### src/rtl/core/plsg_pkg.sv
// ----------------------------------------------------------------------------
// plsg_pkg : shared types and constants of the periodic latent sequence generator
// Item kinds, generation modes, CSR indexes, parameter defaults, fixed field widths and queue depth.
// ----------------------------------------------------------------------------
package plsg_pkg;

   // Defaults for the top-level parameters
   localparam int PERIOD_MAX_DEFAULT  = 16;
   localparam int VALUE_WIDTH_DEFAULT = 32;

   // Fixed field widths
   localparam int FRAC_BITS   = 16;   // Q16.16 fraction
   localparam int STEP_W      = 16;   // step number, saturating
   localparam int MODE_W      = 2;
   localparam int PERIOD_W    = 5;
   localparam int OFFSET_W    = 3;
   localparam int INDEX_W     = 5;    // table index field
   localparam int CSR_INDEX_W = 3;

   // Front-to-back queue depth
   localparam int QUEUE_DEPTH = 2;

   // Input item kinds
   typedef enum logic [1:0] {
      KIND_LOAD_CENTER = 2'd0,
      KIND_LOAD_CHANGE = 2'd1,
      KIND_LOAD_SPREAD = 2'd2,
      KIND_STEP        = 2'd3
   } kind_type;

   // Base value modes (code 3 is undefined: base is zero)
   typedef enum logic [1:0] {
      MODE_CENTER     = 2'd0,
      MODE_ABS_CHANGE = 2'd1,
      MODE_REL_CHANGE = 2'd2
   } mode_type;

   // CSR indexes
   typedef enum logic [2:0] {
      CSR_MODE        = 3'd0,
      CSR_PERIOD      = 3'd1,
      CSR_OFFSET_STEP = 3'd2,
      CSR_MAX_ENABLE  = 3'd3,
      CSR_UPPER_BOUND = 3'd4,
      CSR_MIN_ENABLE  = 3'd5,
      CSR_LOWER_BOUND = 3'd6
   } csr_index_type;

endpackage

### src/rtl/core/plsg_queue.sv
// ----------------------------------------------------------------------------
// plsg_queue : front-to-back entry queue
// Small register FIFO that decouples the front end from the back end.
// ----------------------------------------------------------------------------
module plsg_queue #(
   parameter type entry_type = logic,
   parameter int  DEPTH      = plsg_pkg::QUEUE_DEPTH
) (
   input  logic      clock,
   input  logic      reset,
   input  logic      push_valid,
   output logic      push_ready,
   input  entry_type push_data,
   output logic      pop_valid,
   input  logic      pop_ready,
   output entry_type pop_data
);

   localparam int PTR_W = (DEPTH > 1) ? $clog2(DEPTH) : 1;
   localparam int CNT_W = $clog2(DEPTH + 1);

   entry_type        mem_ff [DEPTH];
   logic [PTR_W-1:0] wr_ptr_ff, wr_ptr_in;
   logic [PTR_W-1:0] rd_ptr_ff, rd_ptr_in;
   logic [CNT_W-1:0] count_ff,  count_in;
   logic             push;
   logic             pop;

   assign push_ready = (count_ff != CNT_W'(DEPTH));
   assign pop_valid  = (count_ff != '0);
   assign pop_data   = mem_ff[rd_ptr_ff];
   assign push       = push_valid && push_ready;
   assign pop        = pop_valid && pop_ready;

   // Pointer and fill level update
   always_comb begin
      wr_ptr_in = wr_ptr_ff;
      rd_ptr_in = rd_ptr_ff;
      count_in  = count_ff;
      if (push) begin
         wr_ptr_in = (wr_ptr_ff == PTR_W'(DEPTH - 1)) ? '0 : wr_ptr_ff + 1'b1;
      end
      if (pop) begin
         rd_ptr_in = (rd_ptr_ff == PTR_W'(DEPTH - 1)) ? '0 : rd_ptr_ff + 1'b1;
      end
      if (push && !pop) begin
         count_in = count_ff + 1'b1;
      end else if (pop && !push) begin
         count_in = count_ff - 1'b1;
      end
   end

   always_ff @(posedge clock) begin
      if (reset) begin
         wr_ptr_ff <= '0;
         rd_ptr_ff <= '0;
         count_ff  <= '0;
      end else begin
         wr_ptr_ff <= wr_ptr_in;
         rd_ptr_ff <= rd_ptr_in;
         count_ff  <= count_in;
      end
   end

   // Storage
   always_ff @(posedge clock) begin
      if (push) begin
         mem_ff[wr_ptr_ff] <= push_data;
      end
   end

endmodule

### config.mk
export PLATFORM = sky130hd
export DESIGN_NAME = plsg_queue
export DESIGN_NICKNAME = d
export VERILOG_FILES = /design/src/rtl/core/plsg_pkg.sv /design/src/rtl/core/plsg_queue.sv
export SDC_FILE = /design/constraint.sdc
export NUM_CORES = 1
export LEC_CHECK = 0
export BUFFER_PORTS_ARGS = -buffer_cell sky130_fd_sc_hd__buf_2
export CORE_AREA = 2 2 39 41
export CTS_CLUSTER_DIAMETER = 40
export CTS_CLUSTER_SIZE = 14
export DETAILED_ROUTE_END_ITERATION = 10
export DIE_AREA = 0 0 41 43
export SETUP_SLACK_MARGIN = 0.02
export SYNTH_ARGS = -nofsm -noshare
export SYNTH_HDL_FRONTEND = slang
export SYNTH_SLANG_ARGS = --single-unit
### constraint.sdc
create_clock -name clock -period 1.5 [get_ports clock]
set_clock_uncertainty 0.05 [all_clocks]
set_input_delay 0.075 -clock clock [delete_from_list [all_inputs] [get_ports clock]]
set_output_delay 0.075 -clock clock [all_outputs]
set_load 0.05 [all_outputs]
# After elaboration in Yosys (flattened, before gate mapping)
# Memory sizes are Yosys's and may differ from the RTL's. A register that Yosys moved wholly into a read port is not among the register bits.
# Index checks and enable logic that the tools add are counted.
[word_totals] ff_bits=4 ramBits=2 wordCells=25 n_memories=1
[classes] n_addsub=4 eq_ne=1 muxes=8 n_reduce_logical=8
[memory_table] memory="mem_ff" words=2 word_bits=1 rd=1 rd_clocked_by_memory_dff=1 wr=1 line_no="plsg_queue.sv:22" text="entry_type mem_ff [DEPTH];"
[op_table] operator="1-bit two-way mux" n=6
[op_table] operator="1-bit logical AND" n=4
[op_table] operator="2-bit two-way mux" n=2
[op_table] operator="2-bit nonzero test" n=2
[op_table] operator="1-bit adder (second input constant)" n=2
[op_table] operator="2-bit by 1-bit adder with 2-bit output (second input constant)" n=1
[op_table] operator="1-bit logical NOT" n=2
[op_table] operator="2-bit inequality test (second input constant)" n=1
[op_table] operator="2-bit by 1-bit subtractor with 2-bit output (second input constant)" n=1

# Longest topological paths before layout
# Gate-level depths: netlist of run 1.
[logic_depth] word_depth=6 ltp_mapped=6

# Worst setup path after synthesis of run 1
# Ideal clock, no wire load.
[synth_path] path_type="register to register" startpoint="register count_ff[0]" endpoint="register count_ff[1]" arrival_ps=1835 path_slack_ps=-455 path_stages_with_launch=6 n_path_buf=0 path_cell_list="dfxtp_1 nand2b_1 and2_1 ha_1 or3_1 a21oi_1"
[synth_between] elab_chain_cells=5 word_cells_on_any_way=13
[synth_lines] item="start: declaration" line_no="plsg_queue.sv:25" text="logic [CNT_W-1:0] count_ff, count_in;"
[synth_lines] item="start signal: assignment" line_no="plsg_queue.sv:61" text="count_ff <= count_in;"
[synth_lines] item="2-bit inequality test (*)" line_no="plsg_queue.sv:29" text="assign push_ready = (count_ff != CNT_W'(DEPTH));"
[synth_lines] item="named net push_ready" line_no="plsg_queue.sv:12" text="output logic push_ready,"
[synth_lines] item="1-bit logical AND (*)" line_no="plsg_queue.sv:32" text="assign push = push_valid && push_ready;"
[synth_lines] item="named net push" line_no="plsg_queue.sv:26" text="logic push;"
[synth_lines] item="1-bit logical NOT" line_no="plsg_queue.sv:48" text="end else if (pop && !push) begin"
[synth_lines] item="1-bit logical AND" line_no="plsg_queue.sv:48"
[synth_lines] item="2-bit nonzero test (no line)"
# The timed path passes the listed nets; every way through them passes the cells marked *. The select of a mux whose other input is x is not followed.
# A chain may end at the register's enable or synchronous reset.

# Worst setup path after layout of run 1
[layout_path] startpoint="register count_ff[0]" endpoint="register count_ff[1]"
[layout_between] elab_chain_cells=5 word_cells_on_any_way=13
[layout_lines] item="2-bit inequality test (*)" line_no="plsg_queue.sv:29"
[layout_lines] item="1-bit logical AND (*)" line_no="plsg_queue.sv:32"
[layout_lines] item="named net push" line_no="plsg_queue.sv:26"
[layout_lines] item="1-bit logical NOT" line_no="plsg_queue.sv:48"
[layout_lines] item="1-bit logical AND" line_no="plsg_queue.sv:48"
[layout_lines] item="2-bit nonzero test (no line)"
# Marks and branches as above.

==> flow_summary_export.csv, run 1 <==
group,metric,value,unit
clock_network,clock_sinks,7,
pwr,peakVddDrop,0.000532,V
route,drtIter0Drc,3,
final_layout,seq_area,168,um^2
floorplanning,core,1380,um^2
place,io_buffers,7,
final_layout,nets,50,
timing,min_period,1.47,ns
timing,hold_viol_final,0,
global_route,grt_use_total,7.44,%
worst_setup_path,rrSetupSlack,0.03,ns
global_route,antenna_found_initial,0,
timing,tns,0,ns
route,met3_length,31,um
global_route,overflow,0,
timing,setup_ws,0.0293,ns
worst_setup_path,crit_path_end_kind,"flip-flop",
global_route,grt_pass1_wl,821,um
min_path,min_path_type,"primary input to flip-flop",
logic_synthesis,synthesis.nets,33,
place,dp_cells,51,
clock_network,root_buffer,"clkbuf_4",
timing,finalCritPeriodShare,98.0,%
route,wl_met2,254,um
route,drc_errors,0,
clock_network,path_clk_slew,0.05,ns
logic_synthesis,yosysUniqueCellTypes,16,
worst_setup_path,ff2ff_path_depth,6,
place,dp_slack,0.0225,ns
floorplanning,boundaryPins,8,
worst_setup_path,critPathLaunchType,"flip-flop",
final_layout,multi_input_area,160,um^2
route,via_per_inst,3.88,
clock_network,cts_buffer_depth,2,
clock_network,numCtsBuffers,3,
pwr,cellPowerDensity,2070,nW/um^2
clock_network,cts_tree,"done",
run_status,outcome,"complete, no violations",
floorplanning,die_h,43,um
final_layout,finalNonFillerCells,59,
min_path,min_path_cells,3,
final_layout,area_delta_synth_final,54.9,%
timing,finalSetupViolCount,0,
route,wire_per_inst,8.29,um
floorplanning,placementRows,14,
route,firstDrtPassIters,2,
worst_setup_path,cp.required,1.62,ns
logic_synthesis,syn_area,294,um^2
worst_setup_path,crit_type,"flip-flop to flip-flop",
final_layout,antennaDiodeCount,0,
final_layout,fin_util,32.9,%
worst_setup_path,timing.rr.end,"count_ff[1]$_SDFFE_PP0P_",
route,antenna_left,0,
clock_network,cts-htree-levels,1,
pwr,p_leak,0.197,nW
timing,rsz0062_at_grt,"yes",
worst_setup_path,r2r-start,"count_ff[0]$_SDFFE_PP0P_",
route,top_layer,"met3",
worst_setup_path,cp_max_fo,5,
place,globalplace.congestion,0.561,
final_layout,drive_above_1_share,51.2,%
job,maxCapViolCount,0,
logic_synthesis,netlist_instances,27,
logic_synthesis,synth-seq-cells,7,
timing,slew_headroom,83.5,%
clock_network,clk_latency,0.24,ns
route,vias,229,
global_route,grt_pass1_vias,219,
logic_synthesis,seq_area_frac_synth,54.5,%
floorplanning,initial_core_util,21.2,%
logic_synthesis,avgSynthCellArea,10.9,um^2
floorplanning,die_w,41,um
final_layout,mostFrequentLayoutCells,"buf_2 (7), nor2_1 (3), dfxtp_1 (3), clkbuf_4 (3), buf_4 (3)",
min_path,min_to,"wr_ptr_ff$_SDFFE_PP0P_",
min_path,hp-start,"push_valid",
logic_synthesis,yosys_warnings,0,
route,wirelength,489,um
timing,worstMarginPinSlew,0.249,ns
timing,max_freq,680,MHz
final_layout,fillers,144,
pwr,report.power.total,941,uW
route,route.layer.met1.wl,203,um
timing,drv_slew,0,
final_layout,final_common_cell,"buf_2",
worst_setup_path,worstPathArrival,1.60,ns
floorplanning,die_area,1760,um^2
global_route,grt_start_max_net_pins,6,
==> metrics by stage <==
stage	instance area, um^2	hold WS (ns)
finish	455	0.103
global route	455	0.109
CTS	428	0.0991
detailed placement	380	0.219
global placement	380	0.218
floorplan	318	0.0900
==> metal layers <==
metal	GRT usage (%)	up-vias
met2	10.0	4
met3	4.71	0
met1	7.74	102
met4	6.00	0
li1	-	123
met5	0	-
==> cells in the mapped netlist <==
cell type	count	area (um^2)
a21bo_2	1	10.0
a21oi_1	2	10.0
and2_1	1	6.26
and3_1	1	6.26
dfxtp_1	5	100
edfxtp_1	2	60.1
ha_1	1	12.5
inv_1	1	3.75
mux2_2	1	11.3
nand2b_1	1	6.26
nand3b_1	1	7.51
nor2_1	3	11.3
o21ai_0	2	10.0
or2_2	1	6.26
or3_1	1	6.26
xor2_1	3	26.3
==> worst max-delay path: stages, from the launching register on <==
cell      delay [ns]
dfxtp_4         0.35
nand2b_4        0.14
and2_4          0.14
ha_4            0.16
xor2_2          0.13
or3_1           0.30
a21oi_1         0.13
==> report_power, final <==
part | internal (mW) | total (mW) | switching (mW) | leakage [nW]
Clock | 0.101 | 0.167 | 0.0656 | 0.0150
Sequential | 0.265 | 0.306 | 0.0409 | 0.0613
Combinational | 0.208 | 0.468 | 0.260 | 0.121
Total | 0.575 | 0.941 | 0.366 | 0.197
==> cells by family after synthesis <==
family,synth area share [%]
xor gates and xnor gates,8.94
buffers and inverters,1.28
AOI/OAI and AO/OA,10.2
adders and majority gates,4.25
DFF,54.5
muxes,3.83
and+or+nand+nor,17.0
==> worst max-delay path by stage <==
stage                             startpoint                        to  cells after the start
floorplan           count_ff[0]$_SDFFE_PP0P_  count_ff[1]$_SDFFE_PP0P_                      6
global placement    count_ff[1]$_SDFFE_PP0P_  count_ff[1]$_SDFFE_PP0P_                      6
detailed placement  count_ff[1]$_SDFFE_PP0P_  count_ff[1]$_SDFFE_PP0P_                      6
CTS                 count_ff[0]$_SDFFE_PP0P_  count_ff[1]$_SDFFE_PP0P_                      6
global route        count_ff[0]$_SDFFE_PP0P_  count_ff[1]$_SDFFE_PP0P_                      6
finish              count_ff[0]$_SDFFE_PP0P_  count_ff[1]$_SDFFE_PP0P_                      6
==> cell type report <==
| cell class | instances | share of cell area (%) |
|---|---|---|
| timing repair buffer | 12 | 17.0 |
| inverter | 1 | 0.824 |
| clock buffer | 4 | 5.77 |
| tap | 16 | 4.40 |
| sequential | 7 | 36.8 |
| multi-input combinational | 19 | 35.2 |
==> timing repair <==
item | in CTS | in global routing
pin swaps | 0 | 1
setup endpoints to repair | 1 | 1
endpoints found under the hold margin | 5 | 0
hold buffers | 2 | 0
buffers inserted | 0 | 2
gates resized for setup | 1 | 4
Note: power is estimated with default switching activity, not from simulation.
==> run 2: changes to the inputs <==
--- a/config.mk
+++ b/config.mk
@@ -5,6 +5,7 @@
 export SDC_FILE = /design/constraint.sdc
 export NUM_CORES = 1
 export LEC_CHECK = 0
+export ABC_AREA = 1
 export BUFFER_PORTS_ARGS = -buffer_cell sky130_fd_sc_hd__buf_2
 export CORE_AREA = 2 2 39 41
 export CTS_CLUSTER_DIAMETER = 40
==> run 2 against run 1 <==
Against the previous run: total power down 1.9%; register-to-register slack better by 0.14 ns; sequential power down 7.8%; critical endpoint unchanged; global-route usage up 0.93 points; combinational power up 0.9%; count of clock-buffer cells in the layout unchanged.
==> flow_summary_export.csv, run 2 <==
group,metric,value,unit
logic_synthesis,synth_mux_area_share,3.47,%
floorplanning,core,1380,um^2
global_route,met2_usage,13.4,%
route,wirelength,632,um
final_layout,drive_above_1_share,34.0,%
logic_synthesis,avgSynthCellArea,8.10,um^2
pwr,peakVddDrop,0.000538,V
floorplanning,die_h,43,um
clock_network,numCtsBuffers,3,
route,firstDrtPassIters,4,
place,io_buffers,7,
worst_setup_path,cpMaxStageDelayCell,"dfxtp_1",
timing,hold_viol_final,0,
logic_synthesis,synthArstFlopShare,0,%
pwr,cellPowerDensity,2120,nW/um^2
clock_network,cts_buffer_depth,2,
final_layout,nets,60,
global_route,grt.busiest_layer,"met2",
logic_synthesis,synth_compound_area_share,6.18,%
final_layout,design_area,435,um^2
logic_synthesis,yosys.cell_count.top_type,"nor2_1",
global_route,overflow,0,
final_layout,antennaDiodeCount,0,
floorplanning,boundaryPins,8,
clock_network,path_clk_slew,0.05,ns
timing,min_period,1.33,ns
worst_setup_path,cp.required,1.60,ns
floorplanning,die_area,1760,um^2
route,vias,285,
global_route,gr-usage-met1,6.19,%
clock_network,clk_latency,0.25,ns
logic_synthesis,synth.top_cell.area_share,30.9,%
logic_synthesis,seq_area_frac_synth,49.4,%
floorplanning,placementRows,14,
floorplanning,initial_core_util,23.4,%
logic_synthesis,synthTopCellsByArea,"dfxtp_1 (31%), edfxtp_1 (19%), nor2_1 (8.1%)",
global_route,grt_pass1_vias,258,
worst_setup_path,crit_path_end_kind,"flip-flop",
logic_synthesis,yosysUniqueCellTypes,15,
timing,worstMarginPinSlew,0.251,ns
logic_synthesis,syn_area,324,um^2
global_route,met3_usage,6.28,%
worst_setup_path,crit_path_cell_trace,"inv_1 > nand2_2 > nand2_1 > ha_4 > inv_1 > nand3_1 > nand2_1 > inv_1 > nor2_1",
final_layout,mostFrequentLayoutCells,"nor2_1 (7), buf_2 (7), inv_1 (6), nand2_1 (6), dfxtp_1 (5)",
global_route,antenna_found_initial,0,
worst_setup_path,worstPathArrival,1.43,ns
floorplanning,die_w,41,um
clock_network,root_buffer,"clkbuf_4",
logic_synthesis,synthXorXnorAreaFrac,0,%
place,place_area,379,um^2
min_path,min_path_type,"primary input to flip-flop",
pwr,p_leak,0.205,nW
route,antenna_left,0,
worst_setup_path,slowest_delay,0.37,ns
place,globalplace.congestion,0.767,
global_route,grt_start_max_net_pins,6,
global_route,grt_use_total,8.37,%
logic_synthesis,yosys_warnings,0,
global_route,grt_pass1_wl,917,um
timing,max_freq,752,MHz
logic_synthesis,synthesis.nets,46,
clock_network,clock_sinks,7,
logic_synthesis,synth-edff-count,2,
route,wire_per_inst,9.16,um
clock_network,cts_tree,"done",
route,drc_errors,0,
timing,drv_slew,0,
timing,slew_headroom,83.4,%
logic_synthesis,yosysTopAreaCell,"dfxtp_1",
logic_synthesis,netlist_instances,40,
worst_setup_path,cp_max_fo,4,
route,drtIter0Drc,4,
logic_synthesis,synthAdderAreaFrac,3.86,%
worst_setup_path,critPathLaunchType,"flip-flop",
worst_setup_path,cpMostUsedCell,"inv_1",
logic_synthesis,synth-simple-area-share,27.4,%
logic_synthesis,synth_flop_cell,"dfxtp_1",
clock_network,cts-htree-levels,1,
job,maxCapViolCount,0,
final_layout,area_delta_synth_final,34.4,%
timing,finalCritPeriodShare,88.7,%
route,via_per_inst,4.13,
timing,tns,0,ns
worst_setup_path,crit_type,"flip-flop to flip-flop",
run_status,outcome,"complete, no violations",
timing,finalSetupViolCount,0,
timing,rsz0062_at_grt,"no",
logic_synthesis,synth_top_family_by_area,"simple AND/OR/NAND/NOR gates",
logic_synthesis,synth_top_cells_by_count,"nor2_1 (7), inv_1 (6), nand2_1 (6), dfxtp_1 (5)",
logic_synthesis,synth-seq-cells,7,
run 2: changes by cell type in the layout (fill, tap and decap cells not counted), sizes merged, moves of 2 or more:
| cell | previous run | this run |
|---|---|---|
| nand2 | 0 | 9 |
| inv | 1 | 7 |
| nor2 | 3 | 7 |
| xor2 | 3 | 0 |
| buf | 10 | 8 |
| nand3 | 0 | 2 |
run 2: layer usage:
metal  wire, um  share of wire (%)  vias to the layer above
li1           -                  -                      149
met1        255                 40                      126
met2        321                 51                       10
met3         55                8.7                        0
met4          0                  0                        0
met5          0                  0                        -
run 2: report_power, final:
part	total, mW	internal [mW]	switching (mW)	leakage [nW]
combinational	0.472	0.153	0.319	0.130
sequential	0.282	0.250	0.0312	0.0601
clock	0.170	0.101	0.0687	0.0150
total	0.924	0.505	0.419	0.205
run 2: logic make-up after synthesis:
| kind of cell | after synthesis |
|---|---|
| AND/OR/NAND/NOR | 19 |
| buffers and inverters | 8 |
| flip-flops | 7 |
| adder cells (fa/ha/maj) | 1 |
| AO/OA/AOI/OAI | 4 |
| multiplexers | 1 |
run 2: critical path, delay by kind of cell (launching register included):
family	cells	cell delay, ns
buffers and inverters	3	0.19
DFF	1	0.37
and+or+nand+nor	5	0.35
adders and majority gates	1	0.28
run 2: area by class of cell:
class                           count  area (um^2)
Clock buffer                        4         26.3
Fill cell                         153          948
Inverter                            8         31.3
Multi-Input combinational cell     25          145
Sequential cell                     7          160
Tap cell                           16         20.0
Timing Repair Buffer                9         52.6
run 2: through the flow:
step                      total power, mW  util, %  instances  worst slack, ns  hold slack, ns
after detailed placement            0.711     27.4         63            0.130           0.223
after floorplan                     0.626        -         40           0.0238           0.124
after CTS                           0.891     30.0         68            0.119          0.0585
after global routing                 1.00     31.5         69           0.0794          0.0799
after global placement              0.700     27.4         63            0.175           0.223
final                               0.924     31.5         69            0.169          0.0711
run 2: final timing paths:
check / from / endpoint / slack [ns] / cells after the start
hold reg to reg: wr_ptr_ff$_SDFFE_PP0P_ / wr_ptr_ff$_SDFFE_PP0P_ / 0.45 / 2
setup / recovery: count_ff[1]$_SDFFE_PP0P_ / count_ff[1]$_SDFFE_PP0P_ / 0.17 / 9
setup reg to reg: count_ff[1]$_SDFFE_PP0P_ / count_ff[1]$_SDFFE_PP0P_ / 0.17 / 9
hold / removal: reset / count_ff[1]$_SDFFE_PP0P_ / 0.07 / 4
run 2: timing repair:
item | in CTS | in global routing
gates resized for setup | 0 | 1
setup buffers | 0 | 1
setup endpoints to repair | 0 | 1
hold buffers | 1 | 0
endpoints found under the hold margin | 2 | 0
==> run 3: changes to the inputs <==
--- a/config.mk
+++ b/config.mk
@@ -12,6 +12,7 @@
 export CTS_CLUSTER_SIZE = 14
 export DETAILED_ROUTE_END_ITERATION = 10
 export DIE_AREA = 0 0 41 43
+export MAX_ROUTING_LAYER = met4
 export SETUP_SLACK_MARGIN = 0.02
 export SYNTH_ARGS = -nofsm -noshare
 export SYNTH_HDL_FRONTEND = slang
==> run 3 against run 2 <==
Against the previous run: utilization unchanged; combinational power about the same; maximum frequency about the same; register-to-register slack about the same; sequential power about the same; global-route usage increased by 0.21 points; sequential cell count unchanged; first-iteration DRC count increased by 50%; total power about the same.
==> flow_summary_export.csv, run 3 (synthesized netlist as in run 2, its figures left out) <==
group,metric,value,unit
run_status,outcome,"complete, no violations",
worst_setup_path,worstPathArrival,1.43,ns
timing,finalCritPeriodShare,88.7,%
timing,slew_headroom,83.4,%
pwr,p_leak,0.205,nW
route,firstDrtPassIters,4,
final_layout,fillers,153,
final_layout,mostFrequentLayoutCells,"nor2_1 (7), buf_2 (7), inv_1 (6), nand2_1 (6), dfxtp_1 (5)",
clock_network,path_clk_slew,0.05,ns
clock_network,numCtsBuffers,3,
place,globalplace.congestion,0.777,
worst_setup_path,cp_max_fo,4,
timing,rsz0062_at_grt,"no",
timing,drv_slew,0,
worst_setup_path,crit_type,"flip-flop to flip-flop",
floorplanning,die_area,1760,um^2
place,dp_cells,63,
worst_setup_path,critPathLaunchType,"flip-flop",
timing,min_period,1.33,ns
clock_network,cts_tree,"done",
final_layout,finalNonFillerCells,69,
clock_network,clk_latency,0.25,ns
route,drc_errors,0,
clock_network,cts_buffer_depth,2,
floorplanning,die_w,41,um
route,wirelength,632,um
worst_setup_path,crit_path_end_kind,"flip-flop",
timing,hold_viol_final,0,
timing,tns,0,ns
global_route,grt_pass1_wl,917,um
worst_setup_path,cp.required,1.60,ns
floorplanning,core,1380,um^2
clock_network,cts-htree-levels,1,
route,via_per_inst,4.13,
route,vias,285,
global_route,grt_use_total,8.57,%
final_layout,nets,60,
final_layout,area_delta_synth_final,34.4,%
route,drtIter0Drc,6,
global_route,overflow,0,
global_route,grt_start_max_net_pins,6,
clock_network,root_buffer,"clkbuf_4",
job,maxCapViolCount,0,
timing,worstMarginPinSlew,0.251,ns
timing,fin_hold_ws,0.0709,ns
clock_network,clock_sinks,7,
floorplanning,die_h,43,um
pwr,cellPowerDensity,2120,nW/um^2
final_layout,antennaDiodeCount,0,
route,wire_per_inst,9.16,um
global_route,grt_pass1_vias,253,
route,antenna_left,0,
place,io_buffers,7,
global_route,antenna_found_initial,0,
pwr,peakVddDrop,0.000539,V
min_path,min_path_type,"primary input to flip-flop",
timing,max_freq,752,MHz
floorplanning,initial_core_util,23.4,%
final_layout,drive_above_1_share,34.0,%
floorplanning,placementRows,14,
floorplanning,boundaryPins,8,
timing,finalSetupViolCount,0,
[run 3: cell counts in the layout (fill, tap and decap cells not counted)]
No cell type changed its count.
[run 3: final cells by class]
type | instances | area, um^2 | share of cell area [%]
well taps | 16 | 20.0 | 4.60
repair buffers | 9 | 52.6 | 12.1
clock buffers | 4 | 26.3 | 6.03
multi-input cells | 25 | 145 | 33.3
flip-flops and latches | 7 | 160 | 36.8
inverters | 8 | 31.3 | 7.18
[run 3: report_power, final]
group | total (mW) | switching, mW | leakage [nW] | internal (mW)
clock | 0.170 | 0.0688 | 0.0150 | 0.101
combinational | 0.472 | 0.319 | 0.130 | 0.153
sequential | 0.282 | 0.0312 | 0.0601 | 0.250
[run 3: worst max-delay path, stage by stage (launching register included)]
cell and delay [ns]:
dfxtp_1 0.37, inv_1 0.09, nand2_2 0.09, nand2_1 0.09, ha_4 0.28, inv_1 0.05, nand3_1 0.08, nand2_1 0.05
inv_1 0.05, nor2_1 0.04
[run 3: routing by layer]
metal  GRT usage [%]  part of all wire (%)  up-vias
met5               -                     0        -
met3            6.28                   9.0        0
met2            13.4                    51       10
li1                -                     -      149
met4            6.00                     0        0
met1            6.19                    40      126
[run 3: through the flow]
stage,cell area [um^2],util [%],total power [mW],setup WS [ns]
floorplan,324,-,0.626,0.0238
global placement,379,27.4,0.700,0.175
detailed placement,379,27.4,0.711,0.130
CTS,415,30.0,0.891,0.119
global route,435,31.5,1.00,0.0794
finish,435,31.5,0.924,0.169
[run 3: what timing repair did]
item                                    CTS  global route
hold endpoints to repair                  2             0
gates resized for setup                   0             1
hold buffers                              1             0
buffers inserted                          0             1
endpoints found under the setup margin    0             1
[run 3: worst paths after layout]
| path | startpoint | to | slack (ns) | depth (start not counted) |
|---|---|---|---|---|
| setup / recovery | count_ff[1]$_SDFFE_PP0P_ | count_ff[1]$_SDFFE_PP0P_ | 0.17 | 9 |
| setup reg to reg | count_ff[1]$_SDFFE_PP0P_ | count_ff[1]$_SDFFE_PP0P_ | 0.17 | 9 |
| hold reg to reg | wr_ptr_ff$_SDFFE_PP0P_ | wr_ptr_ff$_SDFFE_PP0P_ | 0.45 | 2 |
| hold / removal | reset | count_ff[1]$_SDFFE_PP0P_ | 0.07 | 4 |
